==> src/hw/rtl/cache_record_validator_core_assert.svh <==
// Assertion macros for the cache record validator.
// Included by files that check their own logic; no other dependencies.
`ifndef CACHE_RECORD_VALIDATOR_CORE_ASSERT_SVH
`define CACHE_RECORD_VALIDATOR_CORE_ASSERT_SVH

`ifndef NO_ASSERTIONS
// same-cycle implication
`define CRV_ASSERT_NOW(name, clk, rstn, ante, cons) \
	name: assert property (@(posedge clk) disable iff (!rstn) (ante) |-> (cons)) \
		else $error("crv assertion failed");
// next-cycle implication
`define CRV_ASSERT_NEXT(name, clk, rstn, ante, cons) \
	name: assert property (@(posedge clk) disable iff (!rstn) (ante) |=> (cons)) \
		else $error("crv assertion failed");
`else
`define CRV_ASSERT_NOW(name, clk, rstn, ante, cons)
`define CRV_ASSERT_NEXT(name, clk, rstn, ante, cons)
`endif

`endif

==> src/hw/rtl/crv_pkg.sv <==
// Shared types, codes and constants of the cache record validator.
// No dependencies; used by the front end, queue, back end, top level and testbench.
package crv_pkg;

	localparam logic [63:0] FNV_BASIS   = 64'hcbf29ce484222325;
	localparam int          CHECK_BYTES = 8;
	localparam int          MIN_TOTAL   = 4 + 4 + 8 + 4 + 4 + CHECK_BYTES;
	localparam int          QUEUE_DEPTH = 4;
	localparam int          QPTR_W      = $clog2(QUEUE_DEPTH);

	typedef enum logic [3:0] {
		PH_MAGIC,
		PH_VERSION,
		PH_KEY,
		PH_COUNT,
		PH_NAMELEN,
		PH_NAME,
		PH_IHASH,
		PH_SIZE,
		PH_CODE,
		PH_DONE
	} phase_t;

	typedef enum logic [3:0] {
		ST_OK,
		ST_SHORT,
		ST_CHECKSUM,
		ST_MAGIC,
		ST_VERSION,
		ST_INCLUDES,
		ST_TRUNCATED,
		ST_BC_SIZE,
		ST_LEN_MISMATCH
	} status_t;

	typedef enum logic [1:0] {
		REG_MAGIC,
		REG_VERSION,
		REG_INC_LIMIT,
		REG_BC_LIMIT
	} crv_reg_t;

	typedef struct packed {
		logic [31:0] magic;
		logic [31:0] version;
		logic [15:0] include_limit;
		logic [24:0] bytecode_limit;
	} crv_cfg_t;

	// one queue entry: a body byte leaving the delay line and/or the end of a record
	typedef struct packed {
		logic        body_vld;
		logic [7:0]  body_byte;
		logic        last;
		logic [63:0] stored;
		logic [3:0]  tail_fill;
	} crv_entry_t;

	typedef struct packed {
		logic empty;
		logic full;
	} crv_qstat_t;

	// FNV-1a 64 step; the prime 2^40 + 0x1b3 is a shift-add
	function automatic logic [63:0] fnv_step(input logic [63:0] hash, input logic [7:0] b);
		logic [63:0] x;
		x = hash ^ {56'd0, b};
		return (x << 40) + (x << 8) + (x << 7) + (x << 5) + (x << 4) + (x << 1) + x;
	endfunction

endpackage

==> src/hw/rtl/crv_ifs.sv <==
// Valid/ready stream interfaces of the cache record validator:
// record bytes in, verdicts out. No dependencies.
interface crv_in_if;
	logic       valid;
	logic       ready;
	logic [7:0] data_byte;
	logic       last_byte;

	modport source (output valid, output data_byte, output last_byte, input ready);
	modport sink (input valid, input data_byte, input last_byte, output ready);
endinterface

interface crv_out_if;
	logic        valid;
	logic        ready;
	logic [3:0]  status;
	logic [63:0] record_key;
	logic [15:0] include_total;
	logic [31:0] bytecode_bytes;

	modport source (output valid, output status, output record_key, output include_total,
		output bytecode_bytes, input ready);
	modport sink (input valid, input status, input record_key, input include_total,
		input bytecode_bytes, output ready);
endinterface

==> src/hw/rtl/crv_front.sv <==
// Front end: accepts record bytes, holds back the trailing 8 bytes and
// queues body bytes and end-of-record markers. Depends on crv_pkg, crv_ifs.
module crv_front import crv_pkg::*; (
	input  logic        clk,
	input  logic        arst_n,
	crv_in_if.sink      rec_in,
	input  crv_qstat_t  qstat,
	output logic        push,
	output crv_entry_t  push_data
);

	logic [7:0] tail_q [CHECK_BYTES];
	logic [7:0] tail_d [CHECK_BYTES];
	logic [3:0] fill_q;
	logic [3:0] fill_d;
	logic       tail_full;
	logic       accept;

	assign rec_in.ready = !qstat.full;
	assign accept       = rec_in.valid && rec_in.ready;
	assign tail_full    = (fill_q == 4'(CHECK_BYTES));

	always_comb begin
		for (int i = 0; i < CHECK_BYTES; i++) begin
			tail_d[i] = tail_q[i];
		end
		if (tail_full) begin
			for (int i = 0; i < CHECK_BYTES - 1; i++) begin
				tail_d[i] = tail_q[i + 1];
			end
			tail_d[CHECK_BYTES - 1] = rec_in.data_byte;
		end else begin
			tail_d[fill_q[2:0]] = rec_in.data_byte;
		end
		fill_d = tail_full ? fill_q : fill_q + 4'd1;
	end

	always_comb begin
		push_data.body_vld  = tail_full;
		push_data.body_byte = tail_q[0];
		push_data.last      = rec_in.last_byte;
		push_data.tail_fill = fill_d;
		for (int i = 0; i < CHECK_BYTES; i++) begin
			push_data.stored[8*i +: 8] = tail_d[i];
		end
	end

	// queue only what the back end has to act on
	assign push = accept && (tail_full || rec_in.last_byte);

	always_ff @(posedge clk or negedge arst_n) begin
		if (!arst_n) begin
			fill_q <= '0;
			for (int i = 0; i < CHECK_BYTES; i++) begin
				tail_q[i] <= '0;
			end
		end else if (accept) begin
			if (rec_in.last_byte) begin
				fill_q <= '0;
				for (int i = 0; i < CHECK_BYTES; i++) begin
					tail_q[i] <= '0;
				end
			end else begin
				fill_q <= fill_d;
				for (int i = 0; i < CHECK_BYTES; i++) begin
					tail_q[i] <= tail_d[i];
				end
			end
		end
	end

endmodule

==> src/hw/rtl/crv_queue.sv <==
// Short FIFO between the front and back ends of the validator.
// Depends on crv_pkg for the entry type and depth.
module crv_queue import crv_pkg::*; (
	input  logic        clk,
	input  logic        arst_n,
	input  logic        push,
	input  crv_entry_t  push_data,
	input  logic        pop,
	output crv_entry_t  head,
	output crv_qstat_t  stat
);

	crv_entry_t          slots_q [QUEUE_DEPTH];
	logic [QPTR_W-1:0]   wr_ptr_q;
	logic [QPTR_W-1:0]   rd_ptr_q;
	logic [QPTR_W:0]     count_q;

	assign head       = slots_q[rd_ptr_q];
	assign stat.empty = (count_q == '0);
	assign stat.full  = (count_q == (QPTR_W+1)'(QUEUE_DEPTH));

	always_ff @(posedge clk) begin
		if (push) begin
			slots_q[wr_ptr_q] <= push_data;
		end
	end

	always_ff @(posedge clk or negedge arst_n) begin
		if (!arst_n) begin
			wr_ptr_q <= '0;
			rd_ptr_q <= '0;
			count_q  <= '0;
		end else begin
			if (push) begin
				wr_ptr_q <= wr_ptr_q + 1'b1;
			end
			if (pop) begin
				rd_ptr_q <= rd_ptr_q + 1'b1;
			end
			case ({push, pop})
				2'b10:   count_q <= count_q + 1'b1;
				2'b01:   count_q <= count_q - 1'b1;
				default: count_q <= count_q;
			endcase
		end
	end

endmodule

==> src/hw/rtl/crv_back.sv <==
// Back end: FNV-1a hash and field parser over body bytes, verdict stage
// and output register. Depends on crv_pkg, crv_ifs.
module crv_back import crv_pkg::*; #(
	parameter int LENGTH_BITS = 32
) (
	input  logic        clk,
	input  logic        arst_n,
	input  crv_cfg_t    cfg,
	input  crv_entry_t  head,
	input  crv_qstat_t  qstat,
	output logic        pop,
	crv_out_if.source   verdict_out
);

	// record state
	logic [63:0]            hash_q, hash_d;
	logic [LENGTH_BITS-1:0] body_cnt_q, body_cnt_d;
	phase_t                 phase_q, phase_d;
	logic [63:0]            shift_q, shift_d;
	logic [2:0]             fidx_q, fidx_d;
	logic [15:0]            inc_left_q, inc_left_d;
	logic [15:0]            name_left_q, name_left_d;
	logic [63:0]            key_q, key_d;
	logic [15:0]            count_q, count_d;
	logic [31:0]            size_q, size_d;
	logic [LENGTH_BITS-1:0] code_seen_q, code_seen_d;
	status_t                err_q, err_d;

	// verdict stage
	logic                   vld_s2;
	logic [63:0]            hash_s2;
	logic [63:0]            stored_s2;
	logic [LENGTH_BITS-1:0] body_cnt_s2;
	logic [3:0]             fill_s2;
	logic                   in_code_s2;
	logic [LENGTH_BITS-1:0] code_seen_s2;
	logic [63:0]            key_s2;
	logic [15:0]            count_s2;
	logic [31:0]            size_s2;
	status_t                err_s2;
	status_t                status_s2;

	// output register
	logic                   out_vld_q;
	status_t                out_status_q;
	logic [63:0]            out_key_q;
	logic [15:0]            out_count_q;
	logic [31:0]            out_size_q;

	logic                   adv_s2;
	logic [63:0]            fval;
	logic [2:0]             last_idx;
	logic [LENGTH_BITS:0]   total;

	assign adv_s2 = vld_s2 && (!out_vld_q || verdict_out.ready);
	assign pop    = !qstat.empty && (!head.last || !vld_s2 || adv_s2);

	always_comb begin
		case (phase_q)
			PH_KEY, PH_IHASH: last_idx = 3'd7;
			PH_NAMELEN:       last_idx = 3'd1;
			default:          last_idx = 3'd3;
		endcase
		fval = shift_q | ({56'd0, head.body_byte} << {fidx_q, 3'b000});
	end

	always_comb begin
		hash_d      = hash_q;
		body_cnt_d  = body_cnt_q;
		phase_d     = phase_q;
		shift_d     = shift_q;
		fidx_d      = fidx_q;
		inc_left_d  = inc_left_q;
		name_left_d = name_left_q;
		key_d       = key_q;
		count_d     = count_q;
		size_d      = size_q;
		code_seen_d = code_seen_q;
		err_d       = err_q;
		if (head.body_vld) begin
			hash_d = fnv_step(hash_q, head.body_byte);
			if (body_cnt_q != '1) begin
				body_cnt_d = body_cnt_q + 1'b1;
			end
			case (phase_q)
				PH_DONE: begin
					phase_d = PH_DONE;
				end
				PH_CODE: begin
					if (code_seen_q != '1) begin
						code_seen_d = code_seen_q + 1'b1;
					end
				end
				PH_NAME: begin
					name_left_d = name_left_q - 16'd1;
					if (name_left_d == '0) begin
						phase_d = PH_IHASH;
					end
				end
				default: begin
					if (fidx_q != last_idx) begin
						shift_d = fval;
						fidx_d  = fidx_q + 3'd1;
					end else begin
						shift_d = '0;
						fidx_d  = '0;
						case (phase_q)
							PH_MAGIC: begin
								if (fval[31:0] != cfg.magic && err_d == ST_OK) begin
									err_d = ST_MAGIC;
								end
								phase_d = PH_VERSION;
							end
							PH_VERSION: begin
								if (fval[31:0] != cfg.version && err_d == ST_OK) begin
									err_d = ST_VERSION;
								end
								phase_d = PH_KEY;
							end
							PH_KEY: begin
								key_d   = fval;
								phase_d = PH_COUNT;
							end
							PH_COUNT: begin
								count_d = (|fval[31:16]) ? 16'hFFFF : fval[15:0];
								if (fval[31:0] > {16'd0, cfg.include_limit} && err_d == ST_OK) begin
									err_d = ST_INCLUDES;
								end
								if (err_d != ST_OK) begin
									phase_d = PH_DONE;
								end else begin
									inc_left_d = fval[15:0];
									phase_d    = (fval[15:0] == '0) ? PH_SIZE : PH_NAMELEN;
								end
							end
							PH_NAMELEN: begin
								name_left_d = fval[15:0];
								phase_d     = (fval[15:0] == '0) ? PH_IHASH : PH_NAME;
							end
							PH_IHASH: begin
								inc_left_d = inc_left_q - 16'd1;
								phase_d    = (inc_left_d == '0) ? PH_SIZE : PH_NAMELEN;
							end
							PH_SIZE: begin
								size_d = fval[31:0];
								if (fval[31:0] == '0 || fval[31:0] > {7'd0, cfg.bytecode_limit}
										|| fval[1:0] != 2'b00) begin
									if (err_d == ST_OK) begin
										err_d = ST_BC_SIZE;
									end
									phase_d = PH_DONE;
								end else begin
									phase_d = PH_CODE;
								end
							end
							default: begin
								phase_d = phase_q;
							end
						endcase
					end
				end
			endcase
		end
	end

	always_ff @(posedge clk or negedge arst_n) begin
		if (!arst_n) begin
			hash_q      <= FNV_BASIS;
			body_cnt_q  <= '0;
			phase_q     <= PH_MAGIC;
			shift_q     <= '0;
			fidx_q      <= '0;
			inc_left_q  <= '0;
			name_left_q <= '0;
			key_q       <= '0;
			count_q     <= '0;
			size_q      <= '0;
			code_seen_q <= '0;
			err_q       <= ST_OK;
		end else if (pop) begin
			if (head.last) begin
				// record done: back to the reset state
				hash_q      <= FNV_BASIS;
				body_cnt_q  <= '0;
				phase_q     <= PH_MAGIC;
				shift_q     <= '0;
				fidx_q      <= '0;
				inc_left_q  <= '0;
				name_left_q <= '0;
				key_q       <= '0;
				count_q     <= '0;
				size_q      <= '0;
				code_seen_q <= '0;
				err_q       <= ST_OK;
			end else begin
				hash_q      <= hash_d;
				body_cnt_q  <= body_cnt_d;
				phase_q     <= phase_d;
				shift_q     <= shift_d;
				fidx_q      <= fidx_d;
				inc_left_q  <= inc_left_d;
				name_left_q <= name_left_d;
				key_q       <= key_d;
				count_q     <= count_d;
				size_q      <= size_d;
				code_seen_q <= code_seen_d;
				err_q       <= err_d;
			end
		end
	end

	// snapshot the finished record
	always_ff @(posedge clk) begin
		if (pop && head.last) begin
			hash_s2      <= hash_d;
			stored_s2    <= head.stored;
			body_cnt_s2  <= body_cnt_d;
			fill_s2      <= head.tail_fill;
			in_code_s2   <= (phase_d == PH_CODE);
			code_seen_s2 <= code_seen_d;
			key_s2       <= key_d;
			count_s2     <= count_d;
			size_s2      <= size_d;
			err_s2       <= err_d;
		end
	end

	always_ff @(posedge clk or negedge arst_n) begin
		if (!arst_n) begin
			vld_s2 <= 1'b0;
		end else if (pop && head.last) begin
			vld_s2 <= 1'b1;
		end else if (adv_s2) begin
			vld_s2 <= 1'b0;
		end
	end

	assign total = (LENGTH_BITS+1)'(body_cnt_s2) + (LENGTH_BITS+1)'(fill_s2);

	always_comb begin
		if (total < (LENGTH_BITS+1)'(MIN_TOTAL)) begin
			status_s2 = ST_SHORT;
		end else if (stored_s2 != hash_s2) begin
			status_s2 = ST_CHECKSUM;
		end else if (err_s2 != ST_OK) begin
			status_s2 = err_s2;
		end else if (!in_code_s2) begin
			status_s2 = ST_TRUNCATED;
		end else if (32'(code_seen_s2) != size_s2) begin
			status_s2 = ST_LEN_MISMATCH;
		end else begin
			status_s2 = ST_OK;
		end
	end

	always_ff @(posedge clk) begin
		if (adv_s2) begin
			out_status_q <= status_s2;
			out_key_q    <= key_s2;
			out_count_q  <= count_s2;
			out_size_q   <= size_s2;
		end
	end

	always_ff @(posedge clk or negedge arst_n) begin
		if (!arst_n) begin
			out_vld_q <= 1'b0;
		end else if (adv_s2) begin
			out_vld_q <= 1'b1;
		end else if (verdict_out.ready) begin
			out_vld_q <= 1'b0;
		end
	end

	assign verdict_out.valid          = out_vld_q;
	assign verdict_out.status         = out_status_q;
	assign verdict_out.record_key     = out_key_q;
	assign verdict_out.include_total  = out_count_q;
	assign verdict_out.bytecode_bytes = out_size_q;

endmodule

==> src/hw/rtl/cache_record_validator_core.sv <==
// Top level of the cache record validator: configuration registers, front end,
// queue and back end. Depends on crv_pkg, crv_ifs, crv_front, crv_queue, crv_back.
//
//   port         dir   handshake          payload
//   rec_in       in    valid/ready        data_byte, last_byte
//   verdict_out  out   valid/ready        status, record_key, include_total, bytecode_bytes
//   apb          in    psel/penable       paddr, pwdata, pwrite -> prdata
//
// One byte per cycle while the queue has room; the FNV shift-add and parser take one queue entry
// a cycle unless a finished record waits on a stalled verdict stage. A record's last byte is queued,
// then passes through the verdict stage and the output register to verdict_out.
// Reset is asynchronous and needs no clearing pass; state and configuration registers return to defaults.
// A stalled verdict_out holds the output register; the queue absorbs up to four entries,
// after which rec_in.ready drops.
`include "cache_record_validator_core_assert.svh"

module cache_record_validator_core import crv_pkg::*; #(
	parameter int LENGTH_BITS = 32
) (
	input  logic        clk,
	input  logic        arst_n,
	crv_in_if.sink      rec_in,
	crv_out_if.source   verdict_out,
	input  logic        psel,
	input  logic        penable,
	input  logic        pwrite,
	input  logic [3:0]  paddr,
	input  logic [31:0] pwdata,
	output logic [31:0] prdata,
	output logic        pready
);

	crv_cfg_t   cfg_q;
	crv_reg_t   reg_idx;
	logic       q_push;
	crv_entry_t q_push_data;
	logic       q_pop;
	crv_entry_t q_head;
	crv_qstat_t q_stat;
	logic       last_acc;

	assign pready   = 1'b1;
	assign reg_idx  = crv_reg_t'(paddr[3:2]);
	assign last_acc = rec_in.valid && rec_in.ready && rec_in.last_byte;

	always_ff @(posedge clk or negedge arst_n) begin
		if (!arst_n) begin
			cfg_q.magic          <= '0;
			cfg_q.version        <= '0;
			cfg_q.include_limit  <= 16'd256;
			cfg_q.bytecode_limit <= 25'd1048576;
		end else if (psel && penable && pwrite && pready) begin
			case (reg_idx)
				REG_MAGIC:     cfg_q.magic          <= pwdata;
				REG_VERSION:   cfg_q.version        <= pwdata;
				REG_INC_LIMIT: cfg_q.include_limit  <= pwdata[15:0];
				REG_BC_LIMIT:  cfg_q.bytecode_limit <= pwdata[24:0];
				default:       cfg_q                <= cfg_q;
			endcase
		end
	end

	always_comb begin
		case (reg_idx)
			REG_MAGIC:     prdata = cfg_q.magic;
			REG_VERSION:   prdata = cfg_q.version;
			REG_INC_LIMIT: prdata = {16'd0, cfg_q.include_limit};
			REG_BC_LIMIT:  prdata = {7'd0, cfg_q.bytecode_limit};
			default:       prdata = '0;
		endcase
	end

	crv_front u_front (
		.clk       (clk),
		.arst_n    (arst_n),
		.rec_in    (rec_in),
		.qstat     (q_stat),
		.push      (q_push),
		.push_data (q_push_data)
	);

	crv_queue u_queue (
		.clk       (clk),
		.arst_n    (arst_n),
		.push      (q_push),
		.push_data (q_push_data),
		.pop       (q_pop),
		.head      (q_head),
		.stat      (q_stat)
	);

	crv_back #(
		.LENGTH_BITS (LENGTH_BITS)
	) u_back (
		.clk         (clk),
		.arst_n      (arst_n),
		.cfg         (cfg_q),
		.head        (q_head),
		.qstat       (q_stat),
		.pop         (q_pop),
		.verdict_out (verdict_out)
	);

	`CRV_ASSERT_NOW(a_pop_not_empty, clk, arst_n, q_pop, !q_stat.empty)
	`CRV_ASSERT_NOW(a_push_has_room, clk, arst_n, q_push, !q_stat.full || q_pop)
	`CRV_ASSERT_NEXT(a_last_queued, clk, arst_n, last_acc, !q_stat.empty)
	`CRV_ASSERT_NOW(a_status_range, clk, arst_n, verdict_out.valid, verdict_out.status <= ST_LEN_MISMATCH)

endmodule

==> src/flat_wrapper.sv <==
// flat-port wrapper written by rule: the top's interface ports become plain ports
module cache_record_validator_core_flat import crv_pkg::*;
#(
	parameter int LENGTH_BITS = 32
)
  (clk, arst_n, psel, penable, pwrite, paddr, pwdata, prdata, pready, rec_in_valid, rec_in_data_byte, rec_in_last_byte, rec_in_ready, verdict_out_valid, verdict_out_status, verdict_out_record_key, verdict_out_include_total, verdict_out_bytecode_bytes, verdict_out_ready);
  crv_in_if rec_in_i ();
  crv_out_if verdict_out_i ();
  input  logic clk;
  input  logic arst_n;
  input  logic psel;
  input  logic penable;
  input  logic pwrite;
  input  logic [3:0] paddr;
  input  logic [31:0] pwdata;
  output logic [31:0] prdata;
  output logic pready;
  input wire logic [$bits(rec_in_i.valid)-1:0] rec_in_valid;
  input wire logic [$bits(rec_in_i.data_byte)-1:0] rec_in_data_byte;
  input wire logic [$bits(rec_in_i.last_byte)-1:0] rec_in_last_byte;
  output wire logic [$bits(rec_in_i.ready)-1:0] rec_in_ready;
  output wire logic [$bits(verdict_out_i.valid)-1:0] verdict_out_valid;
  output wire logic [$bits(verdict_out_i.status)-1:0] verdict_out_status;
  output wire logic [$bits(verdict_out_i.record_key)-1:0] verdict_out_record_key;
  output wire logic [$bits(verdict_out_i.include_total)-1:0] verdict_out_include_total;
  output wire logic [$bits(verdict_out_i.bytecode_bytes)-1:0] verdict_out_bytecode_bytes;
  input wire logic [$bits(verdict_out_i.ready)-1:0] verdict_out_ready;
  assign rec_in_i.valid = rec_in_valid;
  assign rec_in_i.data_byte = rec_in_data_byte;
  assign rec_in_i.last_byte = rec_in_last_byte;
  assign rec_in_ready = rec_in_i.ready;
  assign verdict_out_valid = verdict_out_i.valid;
  assign verdict_out_status = verdict_out_i.status;
  assign verdict_out_record_key = verdict_out_i.record_key;
  assign verdict_out_include_total = verdict_out_i.include_total;
  assign verdict_out_bytecode_bytes = verdict_out_i.bytecode_bytes;
  assign verdict_out_i.ready = verdict_out_ready;
  cache_record_validator_core #(.LENGTH_BITS(LENGTH_BITS)) u_core (.clk(clk), .arst_n(arst_n), .rec_in(rec_in_i), .verdict_out(verdict_out_i), .psel(psel), .penable(penable), .pwrite(pwrite), .paddr(paddr), .pwdata(pwdata), .prdata(prdata), .pready(pready));
endmodule
==> config.mk <==
export PLATFORM = sky130hd
export DESIGN_NAME = cache_record_validator_core_flat
export DESIGN_NICKNAME = d
export VERILOG_FILES = /design/src/hw/rtl/crv_pkg.sv /design/src/hw/rtl/crv_ifs.sv /design/src/hw/rtl/crv_front.sv /design/src/hw/rtl/crv_queue.sv /design/src/hw/rtl/crv_back.sv /design/src/hw/rtl/cache_record_validator_core.sv /design/src/flat_wrapper.sv
export VERILOG_INCLUDE_DIRS = /design/src /design/src/hw/rtl
export SDC_FILE = /design/constraint.sdc
export NUM_CORES = 2
export LEC_CHECK = 0
export BUFFER_PORTS_ARGS = -buffer_cell sky130_fd_sc_hd__buf_2
export CAP_MARGIN = 0
export CORE_UTILIZATION = 51
export CTS_CLUSTER_SIZE = 25
export DETAILED_ROUTE_END_ITERATION = 7
export GPL_ROUTABILITY_DRIVEN = 0
export PLACE_DENSITY = 0.69
export SYNTH_ARGS = -nofsm -noshare
export SYNTH_HDL_FRONTEND = slang
export SYNTH_HIERARCHICAL = 1
export SYNTH_SLANG_ARGS = --single-unit
export TNS_END_PERCENT = 100
==> constraint.sdc <==
create_clock -name clk -period 8.4 [get_ports clk]
set_input_delay 1.26 -clock clk [delete_from_list [all_inputs] [get_ports clk]]
set_output_delay 1.26 -clock clk [all_outputs]
set_load 0.01 [all_outputs]
# Word level (Yosys, flattened, before mapping)
# Memories as Yosys holds them, arrays and structs flattened.
# Cells that the tools add are included.
dict set report word_totals {
  reg_bits 958
  ramBits 312
  in_bits 52
  output_inout_bits 151
  n_memories 1
}
dict set report op_classes {
  n_addsub 17
  magnitude_cmp 5
  eq_ne 29
  shift 1
  n_mux 89
  n_bitwise 3
  reduce_logical 51
}
# memory words width read_ports rd_clocked_by_memory_dff write_ports line_no
set memory_table {}
lappend memory_table {u_core.u_queue.slots_q 4 78 1 0 1 crv_queue.sv:13} ;# crv_entry_t slots_q [QUEUE_DEPTH];
# op count
set ops {}
lappend ops {{$mux W64} 13}
lappend ops {{$add A64 B64 Y64} 6}
lappend ops {{$mux W32} 12}
lappend ops {{$mux W16} 15}
lappend ops {{$pmux W32 S4} 1}
lappend ops {{$ne A32 B32 Y1} 3}
lappend ops {{$mux W4} 23}
lappend ops {{$add A32 B1 Y32 const B} 2}
lappend ops {{$bwmux W64} 1}
lappend ops {{$ne A32 B32 Y1 const B} 2}
lappend ops {{$ne A64 B64 Y1} 1}
lappend ops {{$or A64 B64 Y64} 1}
lappend ops {{$pmux W16 S2} 2}
lappend ops {{$shl A8 B6 Y64} 1}
lappend ops {{$xor A64 B8 Y64} 1}
lappend ops {{$logic_not A16 Y1} 3}
lappend ops {{$add A32 B4 Y33} 1}
lappend ops {{$lt A33 B6 Y1 const B} 1}
lappend ops {{$gt A32 B16 Y1} 1}
lappend ops {{$gt A32 B25 Y1} 1}
lappend ops {{$logic_not A32 Y1} 1}
lappend ops {{$sub A16 B1 Y16 const B} 2}
lappend ops {{$pmux W4 S7} 1}
lappend ops {{$demux W8 S3} 1}
lappend ops {{other kinds (42)} 99}

# Logic depth before layout (Yosys ltp)
# An unclocked memory read counts as a cell.
dict set report depth {
  depth_word 17
  depth_mapped 25
}

# Modules after synthesis
# Netlist, hierarchy kept.
# module n_inst cells_per_inst area_per_inst_um2 seq_area_each_um2
set modules_own_cells {}
lappend modules_own_cells {crv_back 1 3743 43696.9 21650.8}
lappend modules_own_cells {crv_queue 1 445 11738.8 9544.2}
lappend modules_own_cells {crv_front 1 591 4911.0 1701.6}
lappend modules_own_cells {cache_record_validator_core 1 287 4672.0 2630.0}

# Worst setup path after synthesis
# Ideal clock, no wire load.
dict set report synth_timing {
  path_kind {input -> register}
  startpoint {input port verdict_out_ready}
  endpoint {register u_core.u_back.body_cnt_s2[0] (enable)}
  setup_time_ns 0.662
  t_arrival_ns 8.101
  slack_ns -0.363
  cell_stages 6
  path_cell_list {nor2b_1 -> a31o_2 -> inv_1 -> clkbuf_1 -> nand2_1 -> inv_1}
}
dict set report synth_via {
  elab_chain_len 5
}
# element line_no
set synth_lines {}
lappend synth_lines {{start: declaration} flat_wrapper.sv:27} ;# input wire logic [$bits(verdict_out_i.ready)-1:0] verdict_out_ready;
lappend synth_lines {{$logic_or A1 B1 Y1} crv_back.sv:55} ;# assign adv_s2 = vld_s2 && (!out_vld_q || verdict_out.ready);
lappend synth_lines {{$logic_and A1 B1 Y1} crv_back.sv:55}
lappend synth_lines {{$logic_or A1 B1 Y1} crv_back.sv:56} ;# assign pop = !qstat.empty && (!head.last || !vld_s2 || adv_s2);
lappend synth_lines {{$logic_and A1 B1 Y1} crv_back.sv:56}
lappend synth_lines {{$logic_and A1 B1 Y1} crv_back.sv:214} ;# if (pop && head.last) begin
lappend synth_lines {{end signal: assignment} crv_back.sv:217} ;# body_cnt_s2 <= body_cnt_d;
lappend synth_lines {{end: declaration} crv_back.sv:33} ;# logic [LENGTH_BITS-1:0] body_cnt_s2;
# Every way passes these cells.
# A chain may end at the register's enable or synchronous reset.

==> flow_summary.json <==
{
  "status": "complete, no violations",
  "rsz0062_at_grt": "false",
  "dp_hpwl_mm": 112.3,
  "cts_sinks": 1270,
  "die_h_um": 359.1,
  "insertion_delay_ps": 770,
  "syn_nets": 5534,
  "yosysWarnings": 6,
  "rows": 130,
  "dr.pass1.iters": 6,
  "post_cts_resized": 0,
  "mappedNetlistArea_um2": 65020,
  "min_period_ps": 7344,
  "post_drt_wl_per_cell_um": 24.21,
  "yosysSeqAreaShare": 0.5464,
  "synth-edff-count": 741,
  "slew-limit-headroom": 0.2088,
  "antenna_left": 0,
  "synth_cell_types": 107,
  "cp-start-kind": "flop",
  "final_layout_size_suffix_gt1_frac": 0.1627,
  "report.final.slew_viol_count": 0,
  "worst_ep_required_time_ps": 8900,
  "postCtsSetupRepairBufs": 0,
  "dieArea_um2": 128900,
  "detailedPlace.worstSlack_ps": 1078,
  "crit_type": "reg -> reg",
  "synth_top_area_frac": 0.3422,
  "fp.dieW_um": 359.1,
  "cp_max_fo": 20,
  "synthTopCellsByArea": "edfxtp_1 34%, dfrtp_1 19%, fa_1 7.8%",
  "fin_crit_sh": 0.8742,
  "postLayoutCoreUtil": 0.5705,
  "final_common_cell": "edfxtp_1",
  "grtUsageTotal": 0.2630,
  "worst_pin_slew_ps": 1187,
  "drc": 0,
  "initial_utilization": 0.5158,
  "regArea_um2": 35530,
  "crit_path_end_kind": "flop",
  "area_delta_synth_final_pct": 10.61,
  "multiInputGateArea_um2": 27480,
  "nFillCells": 10080,
  "hold_viol": 0,
  "tritoncts": "done",
  "setup_viol_count_final": 0,
  "ys_ff_latch": 1270,
  "portBuffers": 199,
  "drt_iter0_drc": 4568,
  "cts_max_path_buffers": 3,
  "cts_hold_buf": 0,
  "yosys.area.top_type": "edfxtp_1",
  "ios": 203,
  "grt_pass1_wl_mm": 260.4,
  "fmax_mhz": 136.2,
  "wirelength_mm": 168.3,
  "cap_viol_max_count": 0,
  "vias_per_cell": 6.156,
  "postLayoutSetupSlackWorst_ps": 1056,
  "hold_depth": 0,
  "min_path_type": "reg -> reg",
  "synth_ff_type": "edfxtp_1",
  "synth-async-reset-ratio": 0.4165,
  "htreeDepth": 4,
  "avgSynthCellArea_um2": 12.83,
  "r2r_cells": 20,
  "antenna_found_initial": 7,
  "fin_tns_setup_ps": 0,
  "grt_start_max_net_pins": 158,
  "netlist_instances": 5066,
  "clock_skew_ps": 25.91,
  "grt_pass1_vias": 42260,
  "path_clk_slew_ps": 60,
  "vias": 42790,
  "coreArea_um2": 126100,
  "final_cell_mix": "741 x edfxtp_1, 497 x dfrtp_1, 372 x nor2_1, 338 x a21oi_1, 338 x nand2_1",
  "root_buffer": "clkbuf_16",
  "grt-ovfl-total": 0,
  "nets": 5652,
  "cp.arrival_ps": 7840,
  "cts_made_buffers": 134
}
[registers in the layout (all words and copies together), names as in the netlist, 32 cells and up]
register and count:
u_core/u_back/stored_s2 64, u_core/u_back/body_cnt_q 32, u_core/u_back/size_q 32, u_core/u_back/body_cnt_s2 32, u_core/u_front/tail_q 56, u_core/u_queue/slots_q 312
u_core/u_back/shift_q 64, u_core/u_back/size_s2 32, u_core/u_back/verdict_out.record_key 64, u_core/u_back/hash_q 64, u_core/cfg_q 105, u_core/u_back/code_seen_s2 32
u_core/u_back/key_s2 64, u_core/u_back/verdict_out.bytecode_bytes 32, u_core/u_back/hash_s2 64, u_core/u_back/code_seen_q 32, u_core/u_back/key_q 64
[synth_stat cells, drive strengths merged, types with 16 or more instances]
| cell | count |
|---|---|
| mux2 | 170 |
| a21o | 32 |
| inv | 158 |
| mux4 | 94 |
| nor2 | 376 |
| edfxtp | 741 |
| nand2 | 339 |
| o22ai | 23 |
| and2 | 23 |
| dfstp | 30 |
| a221oi | 20 |
| o31ai | 50 |
| nand4 | 80 |
| nor2b | 36 |
| mux2i | 40 |
| nor3 | 97 |
| buf | 114 |
| dfrtp | 499 |
| o21ai | 248 |
| nand3 | 45 |
| a211oi | 31 |
| a21oi | 356 |
| fa | 252 |
| xnor2 | 145 |
| xor2 | 172 |
| a22o | 159 |
| o32ai | 16 |
| ha | 164 |
| a31oi | 59 |
| nor4 | 54 |
| clkbuf | 186 |
| and3 | 27 |
[metal layers]
layer / wire length [µm] / GRT usage
met5: 0 / 0
met4: 4963 / 0.08601
met1: 73070 / 0.3897
met3: 12970 / 0.04022
met2: 77260 / 0.3988
[cell type report]
cell class,count,area share
antenna,3,0.0001044
clock buffer,175,0.05176
clock inverter,74,0.01176
inverter,160,0.008403
multi-input combinational,3336,0.3821
sequential,1270,0.4941
tap,1650,0.02871
timing repair buffer,282,0.02314
[logic make-up after synthesis]
kind of cell    after synthesis  share of synthesized area
flops                      1270                     0.5464
simple gates               1177                    0.08764
compound gates             1121                     0.1130
buf+inv                     460                    0.03231
fa+ha+maj                   416                     0.1092
xor+xnor                    317                    0.04270
mux                         304                    0.06874
other cells                   1                 0.00005768
[per-stage QoR]
step	std cells	instance area, µm²	hold slack (ps)
2_1_floorplan	5066	65020	400.3
3_3_place_gp	6697	67340	401.3
3_5_place_dp	6697	67340	404.5
4_1_cts	6946	71910	405.2
5_1_grt	6950	71920	424.1
6_report	6950	71920	405.4
[path summary, 6_finish.rpt]
| path | from | to | slack [ps] |
|---|---|---|---|
| worst max-delay path | u_core/u_queue/rd_ptr_q[0]$_DFFE_PN0P_ | u_core/u_back/hash_s2[56]$_DFFE_PP_ | 1060 |
| min in group asynchronous | arst_n | u_core/u_back/key_q[35]$_DFFE_PN0P_ | 520 |
| worst min register to register | u_core/u_back/key_s2[56]$_DFFE_PP_ | u_core/u_back/verdict_out.record_key[56]$_DFFE_PP_ | 410 |
| max in group asynchronous | arst_n | u_core/u_front/tail_q[26]$_DFFE_PN0P_ | 6280 |
| worst max register to register | u_core/u_queue/rd_ptr_q[0]$_DFFE_PN0P_ | u_core/u_back/hash_s2[56]$_DFFE_PP_ | 1060 |
| worst min-delay path | u_core/u_back/key_s2[56]$_DFFE_PP_ | u_core/u_back/verdict_out.record_key[56]$_DFFE_PP_ | 410 |
[critical path: stages (launching register included)]
cell	delay, ps
dfrtp_4	700
mux4_2	850
xor2_1	250
buf_4	200
inv_1	120
fa_1	510
inv_1	60
fa_1	500
fa_1	490
ha_1	310
ha_1	380
nand3_1	90
o211ai_1	360
a21oi_1	220
a211oi_1	470
o21ai_2	220
nor4b_1	590
or2_2	230
a21oi_1	70
xnor2_1	160
mux2_2	280
Power is not shown: default switching activity piles up to over one toggle a cycle in this logic, so the estimate is an artifact.
